==> src/rtl/stq_pkg.sv <==
`timescale 1ns / 1ps
// ----------------------------------------------------------------------------
// stq_pkg
// shared types, codes and helpers of the software timer queue unit
// ----------------------------------------------------------------------------
package stq_pkg;

  localparam int TIMER_SLOTS = 16;
  localparam int SLOT_W      = $clog2(TIMER_SLOTS);
  localparam int TIME_BITS   = 48;
  localparam int PERIOD_W    = 32;
  localparam int TAG_W       = 16;
  localparam int MIN_W       = 20;
  localparam logic [MIN_W-1:0] MIN_DELAY_RST = MIN_W'(100);
  localparam logic [TIME_BITS-1:0] TIME_MAX = '1;

  typedef enum logic [1:0] {
    OP_ADD    = 2'd0,
    OP_CANCEL = 2'd1,
    OP_TICK   = 2'd2,
    OP_NONE   = 2'd3
  } op_e;

  typedef enum logic [1:0] {
    KIND_ADD    = 2'd0,
    KIND_CANCEL = 2'd1,
    KIND_EXPIRE = 2'd2,
    KIND_DONE   = 2'd3
  } kind_e;

  // kind of pass the slot scanner makes
  typedef enum logic [1:0] {
    SCAN_ADD  = 2'd0,
    SCAN_MARK = 2'd1,
    SCAN_PICK = 2'd2,
    SCAN_BEST = 2'd3
  } scan_e;

  typedef enum logic [3:0] {
    ST_IDLE,
    ST_ADD_SCAN,
    ST_ADD_OUT,
    ST_CANCEL,
    ST_MARK,
    ST_PICK,
    ST_PICK_CHECK,
    ST_EMIT,
    ST_BEST,
    ST_DONE
  } state_e;

  typedef struct packed {
    logic  in_load;
    logic  scan_clr;
    logic  scan_step;
    scan_e scan_mode;
    logic  do_add;
    logic  do_cancel;
    logic  do_emit;
    logic  do_done;
  } cmd_t;

  typedef struct packed {
    logic scan_last;
    logic found;
    logic out_free;
    op_e  op;
  } status_t;

  // distance to expiry, clamped below at the minimum delay
  function automatic logic [TIME_BITS-1:0] delay_to(input logic [TIME_BITS-1:0] expiry,
                                                    input logic [TIME_BITS-1:0] now,
                                                    input logic [MIN_W-1:0]     min_d);
    logic [TIME_BITS-1:0] d;
    d = (expiry > now) ? (expiry - now) : '0;
    if (d < TIME_BITS'(min_d)) d = TIME_BITS'(min_d);
    return d;
  endfunction

endpackage

==> src/rtl/software_timer_queue_unit.sv <==
`timescale 1ns / 1ps
// ----------------------------------------------------------------------------
// software_timer_queue_unit
// ordered table of one-shot and periodic timers with add, cancel and tick
//
//  channel   direction  payload
//  s_axis    in         tuser: operation; tdata: now, expire, period, slot, tag
//  m_axis    out        tuser: kind; tdata: ok, slot, tag, rearm, delay; tlast
//  apb       in/out     register 0: min_arm_delay_us
//
//  add: a scan over every slot, then the reply; cancel: the reply for the named slot
//  tick: a due-mark pass over every slot, then a pick pass and an expiry result per
//  expired timer, a final empty pick pass, then the earliest search pass and done
//  every pass walks the slot table through one shared read port, a slot a cycle
//  a new item is taken once the previous one has its last result registered
//  a stalled m_axis holds the sequencer; reset empties the table at once
// ----------------------------------------------------------------------------
module software_timer_queue_unit import stq_pkg::*; (
  input  logic         clk_i,
  input  logic         rst_ni,
  input  logic         s_axis_tvalid_i,
  output logic         s_axis_tready_o,
  // [1:0] operation
  input  logic [1:0]   s_axis_tuser_i,
  // [47:0] now_time, [95:48] expire_time, [127:96] period_us,
  // [131:128] cancel_slot, [147:132] cancel_tag
  input  logic [151:0] s_axis_tdata_i,
  output logic         m_axis_tvalid_o,
  input  logic         m_axis_tready_i,
  // [1:0] kind
  output logic [1:0]   m_axis_tuser_o,
  // [0] ok, [4:1] slot, [20:5] tag, [21] rearm, [69:22] arm_delay
  output logic [71:0]  m_axis_tdata_o,
  output logic         m_axis_tlast_o,
  input  logic         psel,
  input  logic         penable,
  input  logic         pwrite,
  input  logic [2:0]   paddr,
  input  logic [31:0]  pwdata,
  output logic [31:0]  prdata,
  output logic         pready
);

  cmd_t                 cmd;
  status_t              status;
  logic [MIN_W-1:0]     min_val;
  logic                 cfg_we, ok, rearm;
  logic [3:0]           slot;
  logic [TAG_W-1:0]     tag;
  logic [TIME_BITS-1:0] delay;

  // register write and read decode
  assign pready = 1'b1;
  assign cfg_we = psel && penable && pwrite && (paddr[2] == 1'b0);
  assign prdata = (paddr[2] == 1'b0) ? 32'(min_val) : 32'd0;

  stq_ctrl u_ctrl (
    .clk_i      (clk_i),
    .rst_ni     (rst_ni),
    .in_valid_i (s_axis_tvalid_i),
    .in_ready_o (s_axis_tready_o),
    .status_i   (status),
    .cmd_o      (cmd)
  );

  stq_dp u_dp (
    .clk_i       (clk_i),
    .rst_ni      (rst_ni),
    .cmd_i       (cmd),
    .status_o    (status),
    .in_op_i     (s_axis_tuser_i),
    .in_now_i    (s_axis_tdata_i[47:0]),
    .in_exp_i    (s_axis_tdata_i[95:48]),
    .in_per_i    (s_axis_tdata_i[127:96]),
    .in_cslot_i  (s_axis_tdata_i[131:128]),
    .in_ctag_i   (s_axis_tdata_i[147:132]),
    .cfg_we_i    (cfg_we),
    .cfg_wdata_i (pwdata[MIN_W-1:0]),
    .cfg_min_o   (min_val),
    .out_valid_o (m_axis_tvalid_o),
    .out_ready_i (m_axis_tready_i),
    .out_kind_o  (m_axis_tuser_o),
    .out_ok_o    (ok),
    .out_slot_o  (slot),
    .out_tag_o   (tag),
    .out_rearm_o (rearm),
    .out_delay_o (delay),
    .out_last_o  (m_axis_tlast_o)
  );

  // result packing
  assign m_axis_tdata_o = {2'b00, delay, rearm, tag, slot, ok};

endmodule

==> src/rtl/stq_ctrl.sv <==
`timescale 1ns / 1ps
// ----------------------------------------------------------------------------
// stq_ctrl
// sequencer for add, cancel and tick operations over the slot table
// ----------------------------------------------------------------------------
module stq_ctrl import stq_pkg::*; (
  input  logic    clk_i,
  input  logic    rst_ni,
  input  logic    in_valid_i,
  output logic    in_ready_o,
  input  status_t status_i,
  output cmd_t    cmd_o
);

  state_e state_q, state_d;

  // state register
  always_ff @(posedge clk_i or negedge rst_ni) begin
    if (!rst_ni) state_q <= ST_IDLE;
    else         state_q <= state_d;
  end

  // next state
  always_comb begin
    state_d = state_q;
    unique case (state_q)
      ST_IDLE: begin
        if (in_valid_i) begin
          unique case (status_i.op)
            OP_ADD:    state_d = ST_ADD_SCAN;
            OP_CANCEL: state_d = ST_CANCEL;
            OP_TICK:   state_d = ST_MARK;
            OP_NONE:   state_d = ST_IDLE;
          endcase
        end
      end
      ST_ADD_SCAN:   if (status_i.scan_last) state_d = ST_ADD_OUT;
      ST_ADD_OUT:    if (status_i.out_free) state_d = ST_IDLE;
      ST_CANCEL:     if (status_i.out_free) state_d = ST_IDLE;
      ST_MARK:       if (status_i.scan_last) state_d = ST_PICK;
      ST_PICK:       if (status_i.scan_last) state_d = ST_PICK_CHECK;
      ST_PICK_CHECK: state_d = status_i.found ? ST_EMIT : ST_BEST;
      ST_EMIT:       if (status_i.out_free) state_d = ST_PICK;
      ST_BEST:       if (status_i.scan_last) state_d = ST_DONE;
      ST_DONE:       if (status_i.out_free) state_d = ST_IDLE;
      default:       state_d = ST_IDLE;
    endcase
  end

  // command outputs
  always_comb begin
    cmd_o      = '0;
    in_ready_o = 1'b0;
    unique case (state_q)
      ST_IDLE: begin
        in_ready_o     = 1'b1;
        cmd_o.in_load  = in_valid_i;
        cmd_o.scan_clr = in_valid_i;
      end
      ST_ADD_SCAN: begin
        cmd_o.scan_step = 1'b1;
        cmd_o.scan_mode = SCAN_ADD;
      end
      ST_ADD_OUT: cmd_o.do_add    = status_i.out_free;
      ST_CANCEL:  cmd_o.do_cancel = status_i.out_free;
      ST_MARK: begin
        cmd_o.scan_step = 1'b1;
        cmd_o.scan_mode = SCAN_MARK;
        cmd_o.scan_clr  = status_i.scan_last;
      end
      ST_PICK: begin
        cmd_o.scan_step = 1'b1;
        cmd_o.scan_mode = SCAN_PICK;
      end
      ST_PICK_CHECK: cmd_o.scan_clr = !status_i.found;
      ST_EMIT: begin
        cmd_o.do_emit  = status_i.out_free;
        cmd_o.scan_clr = status_i.out_free;
      end
      ST_BEST: begin
        cmd_o.scan_step = 1'b1;
        cmd_o.scan_mode = SCAN_BEST;
      end
      ST_DONE: cmd_o.do_done = status_i.out_free;
      default: ;
    endcase
  end

endmodule

==> src/rtl/stq_dp.sv <==
`timescale 1ns / 1ps
// ----------------------------------------------------------------------------
// stq_dp
// slot table, slot scanner, config register and result register
// ----------------------------------------------------------------------------
module stq_dp import stq_pkg::*; (
  input  logic                 clk_i,
  input  logic                 rst_ni,
  input  cmd_t                 cmd_i,
  output status_t              status_o,
  input  logic [1:0]           in_op_i,
  input  logic [TIME_BITS-1:0] in_now_i,
  input  logic [TIME_BITS-1:0] in_exp_i,
  input  logic [PERIOD_W-1:0]  in_per_i,
  input  logic [3:0]           in_cslot_i,
  input  logic [TAG_W-1:0]     in_ctag_i,
  input  logic                 cfg_we_i,
  input  logic [MIN_W-1:0]     cfg_wdata_i,
  output logic [MIN_W-1:0]     cfg_min_o,
  output logic                 out_valid_o,
  input  logic                 out_ready_i,
  output logic [1:0]           out_kind_o,
  output logic                 out_ok_o,
  output logic [3:0]           out_slot_o,
  output logic [TAG_W-1:0]     out_tag_o,
  output logic                 out_rearm_o,
  output logic [TIME_BITS-1:0] out_delay_o,
  output logic                 out_last_o
);

  // captured input item
  logic [TIME_BITS-1:0] now_q, exp_q;
  logic [PERIOD_W-1:0]  per_q;
  logic [3:0]           cs_q;
  logic [TAG_W-1:0]     ct_q;

  // slot table
  logic [TIMER_SLOTS-1:0] valid_q, due_q;
  logic [TIME_BITS-1:0]   expiry_q [TIMER_SLOTS];
  logic [PERIOD_W-1:0]    period_q [TIMER_SLOTS];
  logic [TAG_W-1:0]       tag_q    [TIMER_SLOTS];
  logic [TAG_W-1:0]       next_tag_q;
  logic [MIN_W-1:0]       min_q;

  // scanner state
  logic [SLOT_W-1:0]    idx_q, best_idx_q, free_idx_q;
  logic [TIME_BITS-1:0] best_exp_q;
  logic                 found_q, free_found_q, earliest_q;

  // result register
  logic                 ov_q, ok_q, rearm_q, last_q;
  logic [1:0]           kind_q;
  logic [3:0]           slot_q;
  logic [TAG_W-1:0]     otag_q;
  logic [TIME_BITS-1:0] delay_q;

  logic                 out_free;
  logic [SLOT_W-1:0]    rd_addr;
  logic [TIME_BITS-1:0] rd_exp;
  logic [PERIOD_W-1:0]  rd_per;
  logic [TAG_W-1:0]     rd_tag;
  logic                 rd_valid, cancel_hit, take;
  logic [TIME_BITS:0]   restart_sum;
  logic [TIME_BITS-1:0] restart_exp;

  assign out_free = !ov_q || out_ready_i;

  // one read port into the table
  always_comb begin
    priority if (cmd_i.do_cancel) rd_addr = SLOT_W'(cs_q);
    else if (cmd_i.do_emit)       rd_addr = best_idx_q;
    else                          rd_addr = idx_q;
  end
  assign rd_exp   = expiry_q[rd_addr];
  assign rd_per   = period_q[rd_addr];
  assign rd_tag   = tag_q[rd_addr];
  assign rd_valid = valid_q[rd_addr];

  assign cancel_hit  = rd_valid && (rd_tag == ct_q);
  assign restart_sum = {1'b0, now_q} + (TIME_BITS + 1)'(rd_per);
  assign restart_exp = restart_sum[TIME_BITS] ? TIME_MAX : restart_sum[TIME_BITS-1:0];

  // candidate for the earliest due or valid entry
  assign take = ((cmd_i.scan_mode == SCAN_PICK) ? due_q[idx_q] : rd_valid) &&
                (!found_q || rd_exp < best_exp_q);

  assign status_o.scan_last = (idx_q == SLOT_W'(TIMER_SLOTS - 1));
  assign status_o.found     = found_q;
  assign status_o.out_free  = out_free;
  assign status_o.op        = op_e'(in_op_i);

  // input capture
  always_ff @(posedge clk_i) begin
    if (cmd_i.in_load) begin
      now_q <= in_now_i;
      exp_q <= in_exp_i;
      per_q <= in_per_i;
      cs_q  <= in_cslot_i;
      ct_q  <= in_ctag_i;
    end
  end

  // config register
  always_ff @(posedge clk_i or negedge rst_ni) begin
    if (!rst_ni)       min_q <= MIN_DELAY_RST;
    else if (cfg_we_i) min_q <= cfg_wdata_i;
  end
  assign cfg_min_o = min_q;

  // table payload
  always_ff @(posedge clk_i) begin
    if (cmd_i.do_add && free_found_q) begin
      expiry_q[free_idx_q] <= exp_q;
      period_q[free_idx_q] <= per_q;
      tag_q[free_idx_q]    <= next_tag_q;
    end else if (cmd_i.do_emit && rd_per != '0) begin
      expiry_q[best_idx_q] <= restart_exp;
    end
  end

  // valid and due flags, tag counter
  always_ff @(posedge clk_i or negedge rst_ni) begin
    if (!rst_ni) begin
      valid_q    <= '0;
      due_q      <= '0;
      next_tag_q <= '0;
    end else begin
      if (cmd_i.do_add && free_found_q) begin
        valid_q[free_idx_q] <= 1'b1;
        next_tag_q          <= next_tag_q + TAG_W'(1);
      end
      if (cmd_i.do_cancel && cancel_hit) valid_q[rd_addr] <= 1'b0;
      if (cmd_i.scan_step && cmd_i.scan_mode == SCAN_MARK)
        due_q[idx_q] <= rd_valid && (rd_exp <= now_q);
      if (cmd_i.do_emit) begin
        due_q[best_idx_q] <= 1'b0;
        if (rd_per == '0) valid_q[best_idx_q] <= 1'b0;
      end
    end
  end

  // slot scanner
  always_ff @(posedge clk_i or negedge rst_ni) begin
    if (!rst_ni) begin
      idx_q        <= '0;
      found_q      <= 1'b0;
      free_found_q <= 1'b0;
      earliest_q   <= 1'b1;
      best_idx_q   <= '0;
      free_idx_q   <= '0;
      best_exp_q   <= '0;
    end else if (cmd_i.scan_clr) begin
      idx_q        <= '0;
      found_q      <= 1'b0;
      free_found_q <= 1'b0;
      earliest_q   <= 1'b1;
    end else if (cmd_i.scan_step) begin
      idx_q <= idx_q + SLOT_W'(1);
      unique case (cmd_i.scan_mode)
        SCAN_ADD: begin
          if (rd_valid) begin
            if (!(exp_q < rd_exp)) earliest_q <= 1'b0;
          end else if (!free_found_q) begin
            free_found_q <= 1'b1;
            free_idx_q   <= idx_q;
          end
        end
        SCAN_MARK: ;
        SCAN_PICK, SCAN_BEST: begin
          if (take) begin
            found_q    <= 1'b1;
            best_idx_q <= idx_q;
            best_exp_q <= rd_exp;
          end
        end
        default: ;
      endcase
    end
  end

  // result register
  always_ff @(posedge clk_i or negedge rst_ni) begin
    if (!rst_ni) ov_q <= 1'b0;
    else if (cmd_i.do_add || cmd_i.do_cancel || cmd_i.do_emit || cmd_i.do_done) ov_q <= 1'b1;
    else if (out_ready_i) ov_q <= 1'b0;
  end

  always_ff @(posedge clk_i) begin
    if (cmd_i.do_add) begin
      kind_q  <= KIND_ADD;
      ok_q    <= free_found_q;
      slot_q  <= free_found_q ? 4'(free_idx_q) : 4'd0;
      otag_q  <= free_found_q ? next_tag_q : '0;
      rearm_q <= free_found_q && earliest_q;
      delay_q <= (free_found_q && earliest_q) ? delay_to(exp_q, now_q, min_q) : '0;
      last_q  <= 1'b1;
    end else if (cmd_i.do_cancel) begin
      kind_q  <= KIND_CANCEL;
      ok_q    <= cancel_hit;
      slot_q  <= cs_q;
      otag_q  <= ct_q;
      rearm_q <= 1'b0;
      delay_q <= '0;
      last_q  <= 1'b1;
    end else if (cmd_i.do_emit) begin
      kind_q  <= KIND_EXPIRE;
      ok_q    <= 1'b1;
      slot_q  <= 4'(best_idx_q);
      otag_q  <= rd_tag;
      rearm_q <= 1'b0;
      delay_q <= '0;
      last_q  <= 1'b0;
    end else if (cmd_i.do_done) begin
      kind_q  <= KIND_DONE;
      ok_q    <= 1'b0;
      slot_q  <= '0;
      otag_q  <= '0;
      rearm_q <= found_q;
      delay_q <= found_q ? delay_to(best_exp_q, now_q, min_q) : '0;
      last_q  <= 1'b1;
    end
  end

  assign out_valid_o = ov_q;
  assign out_kind_o  = kind_q;
  assign out_ok_o    = ok_q;
  assign out_slot_o  = slot_q;
  assign out_tag_o   = otag_q;
  assign out_rearm_o = rearm_q;
  assign out_delay_o = delay_q;
  assign out_last_o  = last_q;

  // a due entry is always a live entry
  a_due_valid: assert property (@(posedge clk_i) disable iff (!rst_ni)
    (due_q & ~valid_q) == '0) else $error("due flag on a free slot");

  // the tag counter moves only on a successful add
  a_tag_step: assert property (@(posedge clk_i) disable iff (!rst_ni)
    (cmd_i.do_add && free_found_q) |=> next_tag_q == $past(next_tag_q) + TAG_W'(1))
    else $error("tag counter did not advance");

  a_tag_hold: assert property (@(posedge clk_i) disable iff (!rst_ni)
    !(cmd_i.do_add && free_found_q) |=> $stable(next_tag_q))
    else $error("tag counter moved without an add");

  // results are loaded only into a free result register
  a_no_overwrite: assert property (@(posedge clk_i) disable iff (!rst_ni)
    (cmd_i.do_add || cmd_i.do_cancel || cmd_i.do_emit || cmd_i.do_done) |-> out_free)
    else $error("result register overwritten");

  // expired-timer results never close the run
  a_expire_not_last: assert property (@(posedge clk_i) disable iff (!rst_ni)
    (ov_q && kind_q == KIND_EXPIRE) |-> !last_q) else $error("expire marked last");

endmodule

==> config.mk <==
export PLATFORM = sky130hd
export DESIGN_NAME = software_timer_queue_unit
export DESIGN_NICKNAME = d
export VERILOG_FILES = /design/src/rtl/stq_pkg.sv /design/src/rtl/software_timer_queue_unit.sv /design/src/rtl/stq_ctrl.sv /design/src/rtl/stq_dp.sv
export SDC_FILE = /design/constraint.sdc
export NUM_CORES = 2
export LEC_CHECK = 0
export ABC_AREA = 0
export BUFFER_PORTS_ARGS = -buffer_cell sky130_fd_sc_hd__clkbuf_2
export CAP_MARGIN = 20
export CORE_ASPECT_RATIO = 1.5
export CORE_MARGIN = 3
export CORE_UTILIZATION = 51
export DETAILED_ROUTE_END_ITERATION = 12
export PLACE_DENSITY_LB_ADDON = 0.3
export REMOVE_ABC_BUFFERS = 1
export SLEW_MARGIN = 30
export SYNTH_ARGS = -nofsm -noshare
export SYNTH_HDL_FRONTEND = slang
export SYNTH_HIERARCHICAL = 1
export SYNTH_SLANG_ARGS = --single-unit
==> constraint.sdc <==
create_clock -name clk_i -period 9.4 [get_ports clk_i]
set_input_delay 0.94 -clock clk_i [delete_from_list [all_inputs] [get_ports clk_i]]
set_output_delay 0.94 -clock clk_i [all_outputs]
set_load 0.02 [all_outputs]
# Word-level counts from Yosys, hierarchy flattened
# Memory sizes are Yosys's and may differ from the RTL's.
# Cells that the tools add are included.
[op_classes]
n_lt_le_gt_ge = 15
multipliers = 0
n_eq_ne = 26
shifts = 0
n_div = 0
n_mux = 100
reduce_logical = 46
bitwise_logic = 10
addsub = 5
[ops]
columns = ["operator", "count"]
rows = [
  ["$mux W48", 12],
  ["$mux W16", 11],
  ["$gt A48 B48 Y1", 2],
  ["$lt A48 B20 Y1", 2],
  ["$lt A48 B48 Y1", 2],
  ["$sub A48 B48 Y48", 2],
  ["$mux W4", 18],
  ["$add A48 B32 Y49", 1],
  ["$and A16 B16 Y16", 3],
  ["$le A48 B48 Y1", 1],
  ["$reduce_or A48 Y1", 1],
  ["$mux W1", 45],
  ["$logic_not A32 Y1", 1],
  ["$not A16 Y16", 2],
  ["$pmux W4 S8", 1],
  ["$reduce_bool A32 Y1", 1],
  ["$lt A4 B5 Y1 const B", 4],
  ["$mux W20", 1],
  ["$add A16 B1 Y16 const B", 1],
  ["$bwmux W16", 1],
  ["$demux W1 S4", 4],
  ["$eq A16 B16 Y1", 1],
  ["$eq A4 B3 Y1 const B", 4],
  ["$ge A4 B1 Y1 const B", 4],
  ["29 further kinds", 77],
]
[word_totals]
mem_count = 3
rom_bits = 0
word_cells = 231
latch_bits = 0
reg_bits = 357
output_inout_bits = 110
mem_bits_rw = 1536
[mem_list]
columns = ["name", "words", "word_bits", "read_ports", "rd_ports_with_merged_regs", "wr", "line", "rtl"]
rows = [
  ["u_dp.expiry_q", 16, 48, 1, 0, 1, "stq_dp.sv:39", "logic [TIME_BITS-1:0] expiry_q [TIMER_SLOTS];"],
  ["u_dp.period_q", 16, 32, 1, 0, 1, "stq_dp.sv:40", "logic [PERIOD_W-1:0] period_q [TIMER_SLOTS];"],
  ["u_dp.tag_q", 16, 16, 1, 0, 1, "stq_dp.sv:41", "logic [TAG_W-1:0] tag_q [TIMER_SLOTS];"],
]

# Logic depth before layout (Yosys ltp)
[depth]
word_depth = 15
ltp_mapped = 33

# By module
# Netlist, hierarchy kept.
[by_module_without_submodules]
columns = ["mod", "instances", "seq_area_each_um2", "area_each_um2", "cells_each"]
rows = [
  ["stq_dp", 1, 56038.7, 85378.1, 5389],
  ["stq_ctrl", 1, 100.1, 539.3, 73],
  ["software_timer_queue_unit", 1, 0.0, 342.8, 42],
]

# Least setup slack after synthesis
# Ideal clock, no wire load.
[synth_timing]
kind = "input to register"
from = "in m_axis_tready_i"
to = "mem u_dp.expiry_q[0][0], enable pin"
path_buffers = 3
setup_time_ps = 464
slack_ps = 1752
path_stages = 10
t_arrival_ps = 7185
cell_sequence = "nand2b_1 buf_4 nand3_1 nor3_1 clkbuf_1 nand2_1 or3_1 clkbuf_1 nor3_1 o21bai_1"
[synth_rtl]
columns = ["element", "line", "rtl"]
rows = [
  ["start, declared", "software_timer_queue_unit.sv:29", "input logic m_axis_tready_i,"],
  ["end, declared", "stq_dp.sv:39", ""],
]

==> impl_metrics.env <==
export IMPL_run_status="completed"
export IMPL_groute_layer_met1_usage=0.363
export IMPL_rows=184
export IMPL_floorplan_initialDensity=0.514
export IMPL_worstReg2RegStart="u_ctrl/state_q[3]$_DFFE_PN0P_"
export IMPL_cts_post_setup_buffers_inserted=0
export IMPL_drive_gt1_frac=0.200
export IMPL_reg2regPathDepth=26
export IMPL_grt_first_pass_wirelength_um=355000
export IMPL_finClkSkew_ps=62.8
export IMPL_layout_worst_path_cycle_share=0.892
export IMPL_post_synth_and_or_nand_nor_area_fraction=0.0596
export IMPL_worstSkewPairLatency_ps=830
export IMPL_critical_path_top_cell_by_count="buf_4"
export IMPL_synthesis_instances=5504
export IMPL_ys_flop_type="edfxtp_1"
export IMPL_core_um2=168000
export IMPL_design_portCount=306
export IMPL_die_width_um=342
export IMPL_synth_xor_area_frac=0.0156
export IMPL_grt_setup_unrepaired="false"
export IMPL_critical_path_startpoint_type="register"
export IMPL_hpwlAfterDp_um=163000
export IMPL_final_fill_count=12700
export IMPL_cts_htree_levels=4
export IMPL_dieArea_um2=174000
export IMPL_layout_overhead_on_the_synthesized_area_pct=12.6
export IMPL_drv_max_cap_violation_count=0
export IMPL_synth_yosys_warnings=6
export IMPL_nNetsFinal=6350
export IMPL_worstMarginPinSlew_ps=1080
export IMPL_grt_start_max_net_pins=97
export IMPL_grt_pass1_vias=52600
export IMPL_cpMaxStageDelayCell="dfrtp_1"
export IMPL_synth_edff_count=1754
export IMPL_critical_path_class="register to register"
export IMPL_largest_family_of_logic_cells_by_synthesized_area="multiplexers"
export IMPL_cts_root_buf="clkbuf_16"
export IMPL_mostFrequentLayoutCell="edfxtp_1"
export IMPL_hold_slack_ps=182
export IMPL_worstSetupEndpointType="register"
export IMPL_power_per_cell_area_nw_per_um2=338
export IMPL_globalRoute_busiestLayer="met2"
export IMPL_max_freq_ghz=0.119
export IMPL_rrSetupSlack_ps=1020
export IMPL_number_of_drc_markers_after_the_initial_detailed_route_iteration=5580
export IMPL_worst_endpoint_required_ps=9940
export IMPL_post_synth_fa_ha_maj_area_fraction=0.0461
export IMPL_worstPathArrival_ps=8920
export IMPL_grt_met3_usage=0.0452
export IMPL_drtAntennaViolNets=0
export IMPL_tritoncts="yes"
export IMPL_vias_per_cell=6.39
export IMPL_reg2reg_end="u_dp/expiry_q[15][45]$_DFFE_PP_"
export IMPL_finalHoldViolCount=0
export IMPL_synth_distinct_cells=87
export IMPL_global_route_usage_total=0.280
export IMPL_hp_class="input pin to asynchronous set/reset pin"
export IMPL_ctsHoldBuffers=0
export IMPL_setup_tns_final_ps=0
export IMPL_synth_compound_area_frac=0.0810
export IMPL_die_height_um=510
export IMPL_detailroute_via_count=52500
export IMPL_ir_worst_vdd_uv=273
export IMPL_timing_critical_path_buf_inv=6
export IMPL_detail_route_wl_per_cell_um=29.7
export IMPL_slowest_delay_ps=590
export IMPL_avgSynthCellArea_um2=15.7
export IMPL_cts_buffer_depth=3
export IMPL_drt_pass1_iterations=6
export IMPL_route_final_wire_length_um=244000
export IMPL_synth_seq_area_share=0.651
export IMPL_cts_repair_resized=0
export IMPL_cts_made_buffers=173
export IMPL_worst_path_max_fanout=34
export IMPL_grt_ovfl_total=0
export IMPL_ys_seq_elements=1893
export IMPL_cts_sinks=1893
export IMPL_share_of_flip_flops_with_an_asynchronous_set_or_reset=0.0718
export IMPL_numPlacedInstances=7895
export IMPL_final_period_minus_worst_setup_slack_ps=8380
export IMPL_grt_antenna_before_repair=14
export IMPL_crit_family="compound AO/OA/AOI/OAI gates"
export IMPL_setup_viol_count_final=0
export IMPL_port_buffer_count=272
export IMPL_clock_pin_slew_reported_for_the_worst_setup_and_hold_paths_after_clock_tree_synthesis_ps=60
export IMPL_use_met2=0.470
export IMPL_slew_headroom=0.269
export IMPL_instances_no_fill=8216
export IMPL_muxShareOfSynthArea=0.122
export IMPL_final_cell_mix="1,754 x edfxtp_1, 393 x mux4_2, 338 x a21oi_1"
export IMPL_leakage_nw=33.3
export IMPL_syn_area_um2=86300
export IMPL_slew_viol_final=0
export IMPL_routabilityCongestion=0.984
export IMPL_detail_route_drc_violations=0
## power breakdown
group          total [mW]  internal [mW]  switching [mW]
clock network        7.11           3.94            3.16
registers            10.9           10.3           0.604
logic                14.9           5.78            9.09
total                32.8           20.0            12.9
## cell families after synthesis
family	after synthesis
buf+inv	508
simple gates	990
xor+xnor	154
fa+ha+maj	316
other cells	2
flops	1893
mux	556
compound gates	1085
## routing by layer
metal	part of all wire	wire length [µm]	vias to the layer above
li1	-	-	22400
met1	0.38	93000	27000
met2	0.50	121000	2440
met3	0.076	18400	530
met4	0.046	11100	10
met5	0.00028	69	-
## state kept, by name, indices dropped and copies added (netlist names), 20 cells and up
name / cells
u_dp/per_q: 32
u_dp/now_q: 48
u_dp/tag_q: 256
u_dp/expiry_q: 768
u_dp/period_q: 512
u_dp/best_exp_q: 48
u_dp/exp_q: 48
u_dp/cfg_min_o: 20
u_dp/out_delay_o: 48
## worst register-to-register path: stages, from the launching register on
cell and delay (ps):
dfrtp_1 590, nand2b_1 300, nor3_2 560, nand2_1 300, o21ai_4 340, buf_12 340
buf_4 520, mux4_2 560, nor2b_1 150, a211oi_1 320, a21oi_1 100, buf_4 190
ha_1 350, nand3_1 180, nor2_1 110, a221oi_1 280, o21ai_0 170, a31oi_1 180
o21ai_0 180, buf_4 230, a31oi_1 320, o41a_1 510, nand2b_1 380, nand2_2 160
buf_12 200, o32a_1 370, buf_4 210
## cell usage after synthesis, types with 12 or more instances
cell,n,share of area
edfxtp_1,1754,0.61
mux4_2,393,0.10
a21oi_1,340,0.020
ha_1,313,0.045
nand2_1,238,0.010
inv_1,222,0.0097
o21ai_0,194,0.011
nor2_1,183,0.0080
mux2i_1,152,0.018
clkbuf_1,140,0.0061
dfrtp_1,132,0.038
a211oi_1,117,0.010
nand4_1,104,0.0075
xnor2_1,91,0.0092
a21o_1,90,0.0078
and2_1,88,0.0064
nor2b_1,87,0.0063
buf_2,72,0.0042
nor3_1,65,0.0038
xor2_1,63,0.0064
nand3_1,54,0.0031
o22a_1,50,0.0051
o22ai_1,43,0.0031
nand2b_1,41,0.0030
buf_1,39,0.0017
o21a_1,37,0.0032
buf_4,27,0.0023
a31oi_1,25,0.0018
nor4_1,23,0.0017
o21bai_1,23,0.0020
a221o_1,22,0.0026
nor2b_2,20,0.0020
o211ai_1,20,0.0017
and3_1,18,0.0013
a22oi_1,17,0.0015
or3_1,17,0.0012
or2_2,12,0.00087
## worst max-delay path by stage
stage / start / to / slack, ps / cells after the start
5_1_grt: u_ctrl/state_q[3]$_DFFE_PN0P_ / u_dp/expiry_q[0][18]$_DFFE_PP_ / 600 / 25
3_3_place_gp: m_axis_tready_i / u_dp/best_exp_q[33]$_DFFE_PN0P_ / 510 / 25
2_1_floorplan: m_axis_tready_i / u_dp/expiry_q[1][0]$_DFFE_PP_ / -51180 / 14
4_1_cts: u_ctrl/state_q[3]$_DFFE_PN0P_ / u_dp/expiry_q[11][36]$_DFFE_PP_ / 1010 / 25
6_report: u_ctrl/state_q[3]$_DFFE_PN0P_ / u_dp/expiry_q[15][45]$_DFFE_PP_ / 1020 / 26
3_5_place_dp: m_axis_tready_i / u_dp/expiry_q[11][36]$_DFFE_PP_ / 500 / 27
## per-stage QoR
| step | worst slack [ps] | util | power, mW | area (µm²) |
|---|---|---|---|---|
| final | 1020 | 0.579 | 32.8 | 97200 |
| after global routing | 598 | 0.579 | 34.4 | 97100 |
| after CTS | 1010 | 0.579 | 32.8 | 97100 |
| after detailed placement | 496 | 0.545 | 25.7 | 91400 |
| after global placement | 510 | 0.544 | 25.5 | 91300 |
| after floorplan | -51180 | - | 21.5 | 85000 |
## layout make-up
type / instances / area (µm²) / area share
Antenna cell: 6 / 15.0 / 0.000155
Clock buffer: 214 / 4580 / 0.0471
Clock inverter: 101 / 1140 / 0.0117
Inverter: 222 / 833 / 0.00858
Multi-Input combinational cell: 3116 / 28400 / 0.293
Sequential cell: 1893 / 56100 / 0.578
Tap cell: 2232 / 2790 / 0.0287
Timing Repair Buffer: 432 / 3220 / 0.0331
No activity file was read; power rests on OpenSTA's default activity.
